`src/ccfd_pkg.sv`:
```
`default_nettype none

package ccfd_pkg;

    localparam int BUF_DEPTH = 4096;
    localparam int BUF_AW    = $clog2(BUF_DEPTH);
    localparam int CNT_W     = $clog2(BUF_DEPTH + 1);
    localparam int MIN_FRAME = 4;

    localparam logic [15:0] CRC_INIT = 16'hFFFF;
    localparam logic [15:0] CRC_POLY = 16'h1021;
    localparam logic [7:0]  BYTE_MAX = 8'hFF;

    localparam logic REQ_FEED = 1'b0;
    localparam logic REQ_READ = 1'b1;

    typedef enum logic [1:0] {
        ST_NONE    = 2'd0,
        ST_GOOD    = 2'd1,
        ST_FRAMING = 2'd2,
        ST_CRC     = 2'd3
    } frame_status_t;

    typedef struct packed {
        frame_status_t status;
        logic [7:0]    frame_type;
        logic [7:0]    frame_seq;
        logic [11:0]   payload_len;
        logic          rd_valid;
        logic [31:0]   framing_error_count;
        logic [31:0]   crc_error_count;
    } ccfd_meta_t;

    typedef struct packed {
        logic              we;
        logic [BUF_AW-1:0] waddr;
        logic [7:0]        wdata;
        logic              re;
        logic [BUF_AW-1:0] raddr;
    } ccfd_ram_req_t;

    typedef struct packed {
        ccfd_meta_t meta;
        logic [7:0] read_data;
    } ccfd_result_t;

    function automatic logic [15:0] crc_byte(input logic [15:0] crc, input logic [7:0] v);
        logic [15:0] c;
        c = crc ^ {v, 8'h00};
        for (int b = 0; b < 8; b++)
        begin
            c = c[15] ? ({c[14:0], 1'b0} ^ CRC_POLY) : {c[14:0], 1'b0};
        end
        return c;
    endfunction

endpackage

`default_nettype wire

```
`src/ccfd_out_queue.sv`:
```
`default_nettype none

module ccfd_out_queue
    import ccfd_pkg::*;
(
    input  wire logic          clk,
    input  wire logic          rst_n,
    input  wire logic          push_valid,
    output logic               push_ready,
    input  wire ccfd_result_t  push_item,
    output logic               pop_valid,
    input  wire logic          pop_ready,
    output ccfd_result_t       pop_item
);

    ccfd_result_t entry_reg [2];
    logic [1:0]   count_reg, count_next;
    logic         wr_ptr_reg, wr_ptr_next;
    logic         rd_ptr_reg, rd_ptr_next;
    logic         push_fire;
    logic         pop_fire;

    assign push_ready = (count_reg != 2'd2);
    assign pop_valid  = (count_reg != 2'd0);
    assign pop_item   = entry_reg[rd_ptr_reg];
    assign push_fire  = push_valid && push_ready;
    assign pop_fire   = pop_valid && pop_ready;

    always_comb
    begin
        wr_ptr_next = wr_ptr_reg ^ push_fire;
        rd_ptr_next = rd_ptr_reg ^ pop_fire;
        count_next  = count_reg + {1'b0, push_fire} - {1'b0, pop_fire};
    end

    always_ff @(posedge clk or negedge rst_n)
    begin
        if (!rst_n)
        begin
            count_reg  <= '0;
            wr_ptr_reg <= 1'b0;
            rd_ptr_reg <= 1'b0;
        end
        else
        begin
            count_reg  <= count_next;
            wr_ptr_reg <= wr_ptr_next;
            rd_ptr_reg <= rd_ptr_next;
        end
    end

    always_ff @(posedge clk)
    begin
        if (push_fire)
        begin
            entry_reg[wr_ptr_reg] <= push_item;
        end
    end

`ifndef NO_ASSERTIONS
    a_count_max: assert property (@(posedge clk) disable iff (!rst_n)
        count_reg <= 2'd2)
        else $error("output queue count out of range");

    a_ptr_match: assert property (@(posedge clk) disable iff (!rst_n)
        (count_reg != 2'd1) == (wr_ptr_reg == rd_ptr_reg))
        else $error("output queue pointers disagree with count");
`endif

endmodule

`default_nettype wire

```
`config.mk`:
```
export PLATFORM = sky130hd
export DESIGN_NAME = ccfd_out_queue
export DESIGN_NICKNAME = d
export VERILOG_FILES = /design/src/ccfd_pkg.sv /design/src/ccfd_out_queue.sv
export SDC_FILE = /design/constraint.sdc
export NUM_CORES = 1
export LEC_CHECK = 0
export BUFFER_PORTS_ARGS = -buffer_cell sky130_fd_sc_hd__buf_4
export CORE_UTILIZATION = 45
export DETAILED_ROUTE_END_ITERATION = 10
export PLACE_DENSITY = 0.79
export REMOVE_ABC_BUFFERS = 1
export SYNTH_ARGS = -nofsm -noshare
export SYNTH_HDL_FRONTEND = slang
export SYNTH_SLANG_ARGS = --single-unit
```
`constraint.sdc`:
```
create_clock -name clk -period 8.7 [get_ports clk]
set_input_delay 1.74 -clock clk [delete_from_list [all_inputs] [get_ports clk]]
set_output_delay 1.74 -clock clk [all_outputs]
set_load 0.005 [all_outputs]
```
==> Yosys cells after proc, flatten, opt, wreduce, memory -nomap -nowiden <==
Memory sizes are Yosys's and may differ from the RTL's.
Index checks and enable logic that the tools add are counted.
{ "word_totals": {"ff_bits": 4, "latchBits": 0, "ram_bits": 206, "romBits": 0, "input_bits": 107, "output_inout_bits": 105, "word_cells": 14, "memories": 1} }
{ "memory_table": {"columns": ["memory", "depth", "word_bits", "rd", "rd_ports_with_merged_regs", "wr", "line", "text"], "rows": [
  ["entry_reg", 2, 103, 1, 0, 1, "ccfd_out_queue.sv:16", "ccfd_result_t entry_reg [2];"]
]} }
{ "op_classes": {"add_sub_neg": 2, "multipliers": 0, "n_div": 0, "order_cmp": 0, "eq_ne": 1, "n_shift": 0, "n_mux": 2, "n_bitwise": 2, "n_reduce_logical": 3} }
{ "op_table": {"columns": ["op", "n"], "rows": [
  ["adder 2 x 1 -> 2 bit", 1],
  ["logical AND 1 bit", 2],
  ["2-to-1 mux 1 bit", 2],
  ["inequality test 2 bit (second input constant)", 1],
  ["nonzero test 2 bit", 1],
  ["subtractor 2 x 1 -> 2 bit", 1],
  ["bitwise XOR 1 bit", 2]
]} }

==> Logic depth before layout (Yosys ltp) <==
{ "logic_depth": {"depth_word": 4, "ltp_mapped": 5} }

==> Worst setup path before layout <==
OpenSTA, ideal clock, no wires.
{ "synth_timing": {"kind": "input to register", "startpoint": "input port push_valid", "endpoint": "memory entry_reg[0][0] (netlist bit), enable pin", "setup_ps": 474, "t_arrival_ps": 4281, "required_time_ps": 8226, "path_slack_ps": 3945, "path_stages": 2, "path_cell_list": "and2_1 -> ha_1"} }
{ "synth_via": {"elab_chain_len": 3} }
{ "synth_rtl": {"columns": ["item", "line", "text"], "rows": [
  ["start: declaration", "ccfd_out_queue.sv:8", "input wire logic push_valid,"],
  ["logical AND 1 bit", "ccfd_out_queue.sv:26", "assign push_fire = push_valid && push_ready;"],
  ["2-to-1 mux 1 bit", "ccfd_out_queue.sv:54", "if (push_fire)"],
  ["2-to-1 mux 1 bit (implied by the code)", "ccfd_out_queue.sv:56", "entry_reg[wr_ptr_reg] <= push_item;"],
  ["end: declaration", "ccfd_out_queue.sv:16", null]
]} }
Every way passes these cells.

==> results.sh <==
export IMPL_finalWirelength_um=14000
export IMPL_min_path_cells=1
export IMPL_start_util_pct=45.9
export IMPL_postCtsSetupBuffers=0
export IMPL_endpoint_kind="output port"
export IMPL_relSlewSlack_pct=32.6
export IMPL_hold_buffers=0
export IMPL_grt_overflow=0
export IMPL_nFillCells=1268
export IMPL_post_cts_resized=0
export IMPL_drt_iter0_markers=224
export IMPL_yosysTopAreaCell="edfxtp_1"
export IMPL_die_h_um=135
export IMPL_avgSynthCellArea_um2=23.0
export IMPL_die_x_um=135
export IMPL_pwr_share_seq_pct=44.6
export IMPL_worstSkewPairLatency_ns=0.49
export IMPL_multi_input_area_mm2=0.00152
export IMPL_critPathRequiredTime_ns=6.96
export IMPL_start_kind="register"
export IMPL_ys_seq_area_share_pct=79.4
export IMPL_via_per_inst=4.85
export IMPL_ant_nets=0
export IMPL_power_density_mw_per_mm2=323
export IMPL_clkPwrFrac_pct=24.8
export IMPL_switching_share_pct=25.6
export IMPL_tns_ns=0
export IMPL_grt_pass1_vias=4130
export IMPL_status="completed"
export IMPL_worst_r2r_path_depth=4
export IMPL_netlist_area_mm2=0.00791
export IMPL_wl_per_cell_um=17.3
export IMPL_synthFlopType="edfxtp_1"
export IMPL_combPwrFrac_pct=30.6
export IMPL_timing_hold_ws_ns=0.627
export IMPL_tritoncts="built"
export IMPL_antennaDiodeCount=0
export IMPL_htreeDepth=1
export IMPL_synthTopCellsByArea="edfxtp_1, mux2_4, mux2_2"
export IMPL_ys_top_cells_by_count="edfxtp_1, mux2_4, mux2_2"
export IMPL_finalNetCount=679
export IMPL_worst_pin_slew_ns=1.01
export IMPL_synthArstFlopShare_pct=1.90
export IMPL_yosysWarnings=0
export IMPL_synth_cells=344
export IMPL_port_buffers=211
export IMPL_reg2reg_from="count_reg[0]"
export IMPL_routed_via_count=3915
export IMPL_fp_dieArea_mm2=0.0181
export IMPL_max_cap_viol_count=0
export IMPL_drc=0
export IMPL_p_leak_nw=4.03
export IMPL_netlist_area_leader_share_pct=78.2
export IMPL_grt_usage_pct=15.0
export IMPL_slew_viol_final=0
export IMPL_rows=48
export IMPL_ys_types=22
export IMPL_finClkSkew_ns=0.00734
export IMPL_area_growth_syn_to_layout_pct=30.7
export IMPL_gp_congestion=0.694
export IMPL_dpl_hpwl_um=9180
export IMPL_finalCritPeriodShare_pct=52.7
export IMPL_cts_num_sinks=210
export IMPL_final_hold_violation_count=0
export IMPL_clkSlewWorstSetupHoldPaths_ns=0.05
export IMPL_seq_area_mm2=0.00629
export IMPL_synth_edf_count=206
export IMPL_antenna_found_initial=0
export IMPL_fmax_ghz=0.218
export IMPL_rr_endpoint="entry_reg[0][73]"
export IMPL_cts_root_buf="clkbuf_16"
export IMPL_grt_setup_unrepaired="no"
export IMPL_crit_arrival_ns=2.84
export IMPL_yosysMostFrequentCell="edfxtp_1"
export IMPL_core_area_mm2=0.0172
export IMPL_critPathMaxFanout=58
export IMPL_cts_buffers=22
export IMPL_ys_ff_latch=210
export IMPL_largest_register_ffs=206
export IMPL_switchingPower_uw=855
export IMPL_grt_max_degree=74
export IMPL_hold_path_class="register to register"
export IMPL_min_from="count_reg[0]"
export IMPL_path_class="register to output port"
export IMPL_grt_pass1_wl_um=21000
export IMPL_drt_first_pass_iters=4
export IMPL_fin_crit_ns=4.58
export IMPL_ir_drop_mv=0.195
export IMPL_reg2reg_slack_ns=6.18
export IMPL_post_route_cells_drive_above_1_share_pct=59.9
export IMPL_p_int_mw=2.48
export IMPL_setup_violations_final=0
export IMPL_ios=212
export IMPL_holdPathEnd="count_reg[0]"
export IMPL_clockBufferDepth=3
## how the worst max path moves through the flow
| stage | start | to | slack, ns | cells past startpoint |
|---|---|---|---|---|
| after floorplan | rd_ptr_reg | pop_item[0] | 3.28 | 1 |
| after CTS | rd_ptr_reg | pop_item[12] | 4.05 | 3 |
| after global routing | rd_ptr_reg | pop_item[12] | 3.94 | 3 |
| after global placement | rd_ptr_reg | pop_item[31] | 4.64 | 3 |
| final | rd_ptr_reg | pop_item[12] | 4.12 | 3 |
| after detailed placement | rd_ptr_reg | pop_item[12] | 4.58 | 3 |
## through the flow
step | power [mW] | setup slack, ns | cell area (µm²) | cells | utilization, %
final | 3.34 | 4.12 | 10300 | 808 | 60.0
after global routing | 3.50 | 3.94 | 10300 | 808 | 60.0
after CTS | 3.39 | 4.05 | 10300 | 808 | 60.0
after detailed placement | 2.55 | 4.58 | 9710 | 771 | 56.3
after global placement | 2.51 | 4.64 | 9710 | 771 | 56.3
after floorplan | 2.13 | 3.28 | 7800 | 332 | -
## placed cells by master (no fill, tap or decap), types with 2 or more instances in the layout
master       n
buf_4      214
clkbuf_1     8
clkbuf_16   23
clkinv_1     2
clkinv_2     3
dfrtp_1      3
edfxtp_1   206
inv_1        2
mux2_2      43
mux2_4      60
nor2_1       2
xnor2_1      2
## power groups by stage
stage	registers, mW	clock network (mW)	logic, mW
2_1_floorplan	1.55	0	0.578
3_3_place_gp	1.50	0	1.02
3_5_place_dp	1.51	0	1.04
4_1_cts	1.49	0.855	1.04
5_1_grt	1.51	0.890	1.10
6_report	1.49	0.829	1.02
## routing by layer
| metal | routed length (µm) | vias up | global-route usage [%] |
|---|---|---|---|
| li1 | - | 1815 | - |
| met4 | 385 | 0 | 4.93 |
| met5 | 0 | - | 0 |
| met2 | 7050 | 153 | 26.0 |
| met3 | 985 | 32 | 4.43 |
| met1 | 5530 | 1915 | 18.1 |
## critical path: stages, from the launching register on
cell and delay, ns:
dfrtp_4 0.89, buf_4 0.88, mux2_2 0.42, buf_4 0.13
## final cells by class
type                            count  area share (%)
Multi-Input combinational cell    120            14.7
Timing Repair Buffer              214            15.5
Inverter                            2          0.0726
Sequential cell                   210            60.8
Clock inverter                      6           0.302
Clock buffer                       31            5.85
Tap cell                          225            2.72
## logic make-up (layout without fill, tap and decap cells)
logic type / Yosys count / after routing / synth area share (%)
adders and majority gates: 2 / 2 / 0.316
AOI/OAI and AO/OA: 4 / 4 / 0.395
muxes: 103 / 103 / 17.5
DFF: 210 / 210 / 79.4
buffers and inverters: 14 / 253 / 1.53
and+or+nand+nor: 9 / 9 / 0.601
xor gates and xnor gates: 2 / 2 / 0.221
Power figures use the tool's default switching activity.
