===== src/ccfd_pkg.sv =====
`default_nettype none

package ccfd_pkg;

    localparam int BUF_DEPTH = 4096;
    localparam int BUF_AW    = $clog2(BUF_DEPTH);
    localparam int CNT_W     = $clog2(BUF_DEPTH + 1);
    localparam int MIN_FRAME = 4;

    localparam logic [15:0] CRC_INIT = 16'hFFFF;
    localparam logic [15:0] CRC_POLY = 16'h1021;
    localparam logic [7:0]  BYTE_MAX = 8'hFF;

    localparam logic REQ_FEED = 1'b0;
    localparam logic REQ_READ = 1'b1;

    typedef enum logic [1:0] {
        ST_NONE    = 2'd0,
        ST_GOOD    = 2'd1,
        ST_FRAMING = 2'd2,
        ST_CRC     = 2'd3
    } frame_status_t;

    typedef struct packed {
        frame_status_t status;
        logic [7:0]    frame_type;
        logic [7:0]    frame_seq;
        logic [11:0]   payload_len;
        logic          rd_valid;
        logic [31:0]   framing_error_count;
        logic [31:0]   crc_error_count;
    } ccfd_meta_t;

    typedef struct packed {
        logic              we;
        logic [BUF_AW-1:0] waddr;
        logic [7:0]        wdata;
        logic              re;
        logic [BUF_AW-1:0] raddr;
    } ccfd_ram_req_t;

    typedef struct packed {
        ccfd_meta_t meta;
        logic [7:0] read_data;
    } ccfd_result_t;

    function automatic logic [15:0] crc_byte(input logic [15:0] crc, input logic [7:0] v);
        logic [15:0] c;
        c = crc ^ {v, 8'h00};
        for (int b = 0; b < 8; b++)
        begin
            c = c[15] ? ({c[14:0], 1'b0} ^ CRC_POLY) : {c[14:0], 1'b0};
        end
        return c;
    endfunction

endpackage

`default_nettype wire


===== src/ccfd_decoder.sv =====
`default_nettype none

module ccfd_decoder
    import ccfd_pkg::*;
(
    input  wire logic          clk,
    input  wire logic          rst_n,
    input  wire logic          cfg_we,
    input  wire logic          cfg_wdata,
    input  wire logic          in_valid,
    output logic               in_ready,
    input  wire logic          in_req,
    input  wire logic [7:0]    in_byte,
    input  wire logic [11:0]   in_index,
    output ccfd_ram_req_t      ram_req,
    output logic               out_valid,
    output ccfd_meta_t         out_meta,
    input  wire logic          out_ready
);

    logic             crc_big_endian_reg;
    logic [CNT_W-1:0] stored_count_reg, stored_count_next;
    logic [7:0]       block_remaining_reg, block_remaining_next;
    logic             block_ends_zero_reg, block_ends_zero_next;
    logic             overflowed_reg, overflowed_next;
    logic [15:0]      running_crc_reg, running_crc_next;
    logic [15:0]      last_two_reg, last_two_next;
    logic [31:0]      framing_errors_reg, framing_errors_next;
    logic [31:0]      crc_errors_reg, crc_errors_next;
    logic [7:0]       hdr_type_reg, hdr_type_next;
    logic [7:0]       hdr_seq_reg, hdr_seq_next;
    logic             a_valid_reg, a_valid_next;
    ccfd_meta_t       a_meta_reg, a_meta_next;

    logic             in_fire;
    logic             is_delim;
    logic             store_req;
    logic [7:0]       store_val;
    logic [15:0]      rx_crc;
    logic [CNT_W-1:0] plen_full;
    ccfd_meta_t       item_meta;

    assign in_ready  = !a_valid_reg || out_ready;
    assign in_fire   = in_valid && in_ready;
    assign is_delim  = (in_req == REQ_FEED) && (in_byte == 8'h00);
    assign out_valid = a_valid_reg;
    assign out_meta  = a_meta_reg;
    assign rx_crc    = crc_big_endian_reg ? last_two_reg
                                          : {last_two_reg[7:0], last_two_reg[15:8]};
    assign plen_full = stored_count_reg - CNT_W'(MIN_FRAME);

    always_comb
    begin
        stored_count_next    = stored_count_reg;
        block_remaining_next = block_remaining_reg;
        block_ends_zero_next = block_ends_zero_reg;
        overflowed_next      = overflowed_reg;
        running_crc_next     = running_crc_reg;
        last_two_next        = last_two_reg;
        framing_errors_next  = framing_errors_reg;
        crc_errors_next      = crc_errors_reg;
        hdr_type_next        = hdr_type_reg;
        hdr_seq_next         = hdr_seq_reg;
        item_meta            = '0;
        ram_req              = '0;
        store_req            = 1'b0;
        store_val            = in_byte;

        if (in_fire)
        begin
            if (in_req == REQ_READ)
            begin
                ram_req.re        = 1'b1;
                ram_req.raddr     = BUF_AW'(in_index);
                item_meta.rd_valid = (32'(in_index) < 32'(BUF_DEPTH));
            end
            else if (is_delim)
            begin
                if (stored_count_reg != '0 || block_remaining_reg != '0 || overflowed_reg)
                begin
                    if (overflowed_reg || block_remaining_reg != '0
                        || stored_count_reg < CNT_W'(MIN_FRAME))
                    begin
                        framing_errors_next = framing_errors_reg + 32'd1;
                        item_meta.status    = ST_FRAMING;
                    end
                    else if (rx_crc != running_crc_reg)
                    begin
                        crc_errors_next  = crc_errors_reg + 32'd1;
                        item_meta.status = ST_CRC;
                    end
                    else
                    begin
                        item_meta.status      = ST_GOOD;
                        item_meta.frame_type  = hdr_type_reg;
                        item_meta.frame_seq   = hdr_seq_reg;
                        item_meta.payload_len = 12'(plen_full);
                    end
                end
                stored_count_next    = '0;
                block_remaining_next = '0;
                block_ends_zero_next = 1'b0;
                overflowed_next      = 1'b0;
                running_crc_next     = CRC_INIT;
                last_two_next        = '0;
            end
            else if (!overflowed_reg)
            begin
                if (block_remaining_reg == '0)
                begin
                    store_req            = block_ends_zero_reg;
                    store_val            = 8'h00;
                    block_remaining_next = in_byte - 8'd1;
                    block_ends_zero_next = (in_byte != BYTE_MAX);
                end
                else
                begin
                    store_req            = 1'b1;
                    block_remaining_next = block_remaining_reg - 8'd1;
                end
            end
        end

        if (store_req)
        begin
            if (stored_count_reg < CNT_W'(BUF_DEPTH))
            begin
                ram_req.we    = 1'b1;
                ram_req.waddr = BUF_AW'(stored_count_reg);
                ram_req.wdata = store_val;
                if (stored_count_reg >= CNT_W'(2))
                begin
                    running_crc_next = crc_byte(running_crc_reg, last_two_reg[15:8]);
                end
                if (stored_count_reg == CNT_W'(0))
                begin
                    hdr_type_next = store_val;
                end
                if (stored_count_reg == CNT_W'(1))
                begin
                    hdr_seq_next = store_val;
                end
                last_two_next     = {last_two_reg[7:0], store_val};
                stored_count_next = stored_count_reg + CNT_W'(1);
            end
            else
            begin
                overflowed_next = 1'b1;
            end
        end

        item_meta.framing_error_count = framing_errors_next;
        item_meta.crc_error_count     = crc_errors_next;

        a_valid_next = in_fire || (a_valid_reg && !out_ready);
        a_meta_next  = in_fire ? item_meta : a_meta_reg;
    end

    always_ff @(posedge clk or negedge rst_n)
    begin
        if (!rst_n)
        begin
            crc_big_endian_reg  <= 1'b0;
            stored_count_reg    <= '0;
            block_remaining_reg <= '0;
            block_ends_zero_reg <= 1'b0;
            overflowed_reg      <= 1'b0;
            running_crc_reg     <= CRC_INIT;
            last_two_reg        <= '0;
            framing_errors_reg  <= '0;
            crc_errors_reg      <= '0;
            a_valid_reg         <= 1'b0;
        end
        else
        begin
            if (cfg_we)
            begin
                crc_big_endian_reg <= cfg_wdata;
            end
            stored_count_reg    <= stored_count_next;
            block_remaining_reg <= block_remaining_next;
            block_ends_zero_reg <= block_ends_zero_next;
            overflowed_reg      <= overflowed_next;
            running_crc_reg     <= running_crc_next;
            last_two_reg        <= last_two_next;
            framing_errors_reg  <= framing_errors_next;
            crc_errors_reg      <= crc_errors_next;
            a_valid_reg         <= a_valid_next;
        end
    end

    always_ff @(posedge clk)
    begin
        hdr_type_reg <= hdr_type_next;
        hdr_seq_reg  <= hdr_seq_next;
        a_meta_reg   <= a_meta_next;
    end

`ifndef NO_ASSERTIONS
    a_count_bound: assert property (@(posedge clk) disable iff (!rst_n)
        stored_count_reg <= CNT_W'(BUF_DEPTH))
        else $error("stored count past buffer depth");

    a_ovf_full: assert property (@(posedge clk) disable iff (!rst_n)
        overflowed_reg |-> stored_count_reg == CNT_W'(BUF_DEPTH))
        else $error("overflow flagged with buffer not full");

    a_delim_restart: assert property (@(posedge clk) disable iff (!rst_n)
        (in_fire && is_delim) |=>
            (stored_count_reg == '0 && !overflowed_reg && running_crc_reg == CRC_INIT))
        else $error("delimiter did not restart frame");

    a_stage_hold: assert property (@(posedge clk) disable iff (!rst_n)
        (a_valid_reg && !out_ready) |=> (a_valid_reg && $stable(a_meta_reg)))
        else $error("stalled result lost or changed");
`endif

endmodule

`default_nettype wire


===== config.mk =====
export PLATFORM = sky130hd
export DESIGN_NAME = ccfd_decoder
export DESIGN_NICKNAME = d
export VERILOG_FILES = /design/src/ccfd_pkg.sv /design/src/ccfd_decoder.sv
export SDC_FILE = /design/constraint.sdc
export NUM_CORES = 1
export LEC_CHECK = 0
export BUFFER_PORTS_ARGS = -buffer_cell sky130_fd_sc_hd__buf_2
export CAP_MARGIN = 20
export CORE_ASPECT_RATIO = 0.9
export CORE_MARGIN = 2
export CORE_UTILIZATION = 30
export CTS_BUF_LIST = sky130_fd_sc_hd__clkbuf_8
export CTS_CLUSTER_DIAMETER = 60
export DETAILED_ROUTE_END_ITERATION = 12
export RECOVER_POWER = 100
export SLEW_MARGIN = 20
export SYNTH_ARGS = -nofsm -noshare
export SYNTH_HDL_FRONTEND = slang
export SYNTH_SLANG_ARGS = --single-unit

===== constraint.sdc =====
create_clock -name clk -period 5.65 [get_ports clk]
set_input_delay 1.13 -clock clk [delete_from_list [all_inputs] [get_ports clk]]
set_output_delay 1.13 -clock clk [all_outputs]
set_load 0.05 [all_outputs]

# == Word level (Yosys, flattened, before mapping) ==
# Index checks and enable logic that the tools add are counted.
# Widths: inputs -> output; s select.
# word_totals
elab_cells,133
output_inout_bits,131
reg_bits,232
# classes
reduce_logical,24
addsub,6
mux,64
order_cmp,3
eq_ne,4
n_bitwise,12
# op_table
op,n
$mux 32,11
$mux 13,15
$mux 16,12
$add 32x1->32 const B,2
$mux 8,8
$mux 21,2
$not 3->3,8
$logic_not 8->1,2
$ne 16x16->1,1
$sub 8x1->8 const B,2
$xor 16x16->16,1
$mux 1,14
$add 13x1->13 const B,1
$eq 13x1->1 const B,1
$ge 13x2->1 const B,1
$logic_not 13->1,1
$lt 13x13->1 const B,1
$lt 13x3->1 const B,1
$reduce_bool 13->1,1
$sub 12x3->12 const B,1
$reduce_and 3->1,3
$ne 8x8->1 const B,1
$reduce_bool 8->1,1
$logic_or 1x1->1,6
other kinds (10),16

# == Depth between registers and ports, before layout ==
# depth
word_depth,20
depth_mapped,12
depth_no_buf,10

# == Least setup slack after synthesis ==
# No wires, ideal clock.
# synth_timing
kind,input-to-output
start,input out_ready
end,output ram_req[32] (netlist bit)
path_stages,6
path_buffers,2
t_arrival_ps,3392
required_time_ps,4520
slack_ps,1128
path_cell_list,nand2b_1 -> nand3_1 -> a2111oi_0 -> clkbuf_1 -> clkbuf_1 -> and2_1
# synth_lines
item,line,source
start: declaration,ccfd_decoder.sv:18,input wire logic out_ready
end: declaration,ccfd_decoder.sv:15,"output ccfd_ram_req_t ram_req,"

==> metrics.md <==
| Metric | Value |
|---|---|
| Post-CTS Setup Inserts | 0 |
| Crit-path most repeated cell | clkbuf_1 |
| Top fanout value on the critical path | 24 |
| Status | finished, violations left |
| Initial Utilization | 30.2% |
| Design Power | 0.00501 W |
| GRT Total Usage | 13.6% |
| Syn_nets | 880 |
| Avg Cell Area, Syn | 12.1 um2 |
| Hold_buf cts | 0 |
| Post-CTS sizing | 0 |
| Layout cells sized above 1 | 10.9% |
| Fin. Hold Viols | 0 |
| Synthesized flop and latch total | 232 |
| GPL Wtd Cong | 0.832 |
| Final period utilization | 83.2% |
| Worst Path Class, Setup | primary input to primary output |
| Worst Skew | 25.4 ps |
| P&R area growth vs syn | 18.6% |
| Number of global-route vias before repair | 6,746 |
| Top-count cell post-synth | edfxtp_1 |
| CP arrival | 3570 ps |
| Min Clock Period, post-route | 4700 ps |
| Fmax | 0.213 GHz |
| H-tree Lvls | 2 |
| DR vias | 6,964 |
| Power per cell area | 414 nW/um2 |
| Crit end category | primary output |
| Critical path, cell by cell | clkbuf_1 > nor2_1 > nand3_1 > a2111oi_0 > clkbuf_1 > and2_1 > clkbuf_1 |
| Slew headroom | -68.0% |
| FF-to-FF setup slack | 1730 ps |
| Vias per cell | 4.59 |
| Remaining Overflow, GRT | 0 |
| Total CTS buffers | 41 |
| Worst-Margin Slew | 2520 ps |
| Width of the chip | 198 um |
| CORE AREA | 33,700 um2 |
| CTS max path bufs | 3 |
| IO Count | 158 |
| Critical-path top delay cell | clkbuf_1 |
| Synth Flop Type | edfxtp_1 |
| RSZ-0062 raised after global routing | false |
| CP startpoint kind | primary input |
| Hpwl dp | 16,700 um |
| Unique masters post-synth | 50 |
| Setup total negative slack | 0 ps |
| Inserted Diodes | 0 |
| Initial antenna violation count | 1 |
| CTS tree | done |
| Sequential share of the synthesized area | 62.6% |
| Post-Syn Instances | 844 |
| First-pass GRT wire length | 37,700 um |
| Post-synth EDFFs | 111 |
| Largest net degree at the start of global routing | 78 |
| Failing checks | max-capacitance violations, max-slew violations |
| DR WL/cell | 15.9 um |
| Largest register FFs | 95 |
| Post-DRT Antenna Nets | 0 |
| Max Cap Violations | 4 |
| Root cell of the clock tree | clkbuf_8 |
| Die height | 179 um |
| Initial DRC count | 465 |
| Synth top area share | 32.7% |
| Max stage delay on crit path | 700 ps |
| Yosys warns | 0 |
| DRC | 0 |
| Die ar. | 35,500 um2 |
| Hold WS | 459 ps |
| Synth top area cells | edfxtp_1 (33%), dfrtp_1 (26%), xnor2_1 (6.6%), dfstp_2 (4.1%), and2_1 (3.2%) |
| Peak supply drop | 0.181 mV |
| Ys async rst share | 52.2% |
| Layout Utilization | 35.9% |
| Leak Pwr | 4.88 nW |
| I/O Buffers | 157 |
| Clk_lat worst skew | 560 ps |
| Post-synth top cells | edfxtp_1 (111), dfrtp_1 (105), xnor2_1 (77) |
| Hold WC Path Type | register to register |
| # rows | 64 |
| Clock slew at reported path FFs | 60 ps |
| Post-layout instance area | 12,100 um2 |
| Final wirelength | 24,200 um |
| Final nets | 1,059 |
| Worst EP required | 4520 ps |
| Max-slew violation count | 135 |
| Synth area leader | edfxtp_1 |
| Netlist Area Pre-Place | 10,200 um2 |
| CTS sink cnt | 232 |
| Drt first pass iters | 5 |
| Final Setup Violations | 0 |
| Area post-placement | 11,500 um2 |
## cell usage in the layout (no fill, tap or decap), types with 5 or more instances in the layout
cell      count
clkinv_1      8
and2_1       26
xor2_1       33
nor4_1       13
nor2_1       56
a21oi_1      17
o22ai_1       5
o21ai_0      32
nand4_1      35
buf_2        35
nand2_1      71
mux2i_1      17
nand3_1      31
xnor2_1      77
and4_1        7
and2_0       26
clkbuf_1    131
nor2b_1      11
clkbuf_8     44
ha_1          9
nor3_1       28
inv_1        31
a21o_1        9
and3_1       17
dfrtp_1     105
dfstp_2      16
edfxtp_1    111
## critical path, delay by kind of cell
| family | cells | cell delay [ps] |
|---|---|---|
| buffers and inverters | 3 | 1430 |
| and+or+nand+nor | 3 | 520 |
| AOI/OAI and AO/OA | 1 | 480 |
## path summary, 6_finish.rpt
kind | start | end | cells past startpoint
worst min-delay path | framing_errors_reg[31]$_DFF_PN0_ | framing_errors_reg[31]$_DFF_PN0_ | 1
min in group asynchronous | rst_n | framing_errors_reg[4]$_DFF_PN0_ | 1
worst max register to register | block_remaining_reg[3]$_DFFE_PN0P_ | running_crc_reg[11]$_DFF_PN1_ | 8
worst min register to register | framing_errors_reg[31]$_DFF_PN0_ | framing_errors_reg[31]$_DFF_PN0_ | 1
max in group asynchronous | rst_n | crc_errors_reg[23]$_DFF_PN0_ | 2
worst max-delay path | in_req | ram_req[25] | 7
## through the flow
step	cells	worst slack [ps]
floorplan	844	1130
global placement	1442	1450
detailed placement	1442	1390
CTS	1517	1420
global route	1517	661
finish	1517	948
## layout make-up
cell class                 count  area, um2
clock buffer                  44        606
clock inverter                31        220
fill                        3376      21600
inverter                      20       77.6
multi-input combinational    560       3540
sequential                   232       6380
tap                          462        578
timing repair buffer         168        686
## report_power, final
part,internal [W],switching (W)
Combinational,0.000465,0.000756
Clock,0.000864,0.000710
Sequential,0.00200,0.000210
Total,0.00333,0.00168
## kinds of logic (layout without fill, tap and decap cells)
group                      count (synthesis)  in the layout  share of synthesized area [%]
AOI/OAI and AO/OA                         78             78                           4.50
xor gates and xnor gates                 110            110                           9.45
adders and majority gates                  9              9                           1.10
buffers and inverters                     52            263                           2.06
DFF                                      232            232                           62.6
muxes                                     21             21                           2.11
and+or+nand+nor                          342            342                           18.2
## metal layers
metal / track usage, % / up-vias / share of wire (%)
li1: - / 3353 / -
met5: 1.85 / - / 0.36
met4: 4.04 / 2 / 2.1
met3: 3.18 / 49 / 7.1
met2: 20.2 / 238 / 43
met1: 19.4 / 3322 / 48
(Power assumes the default switching activity.)
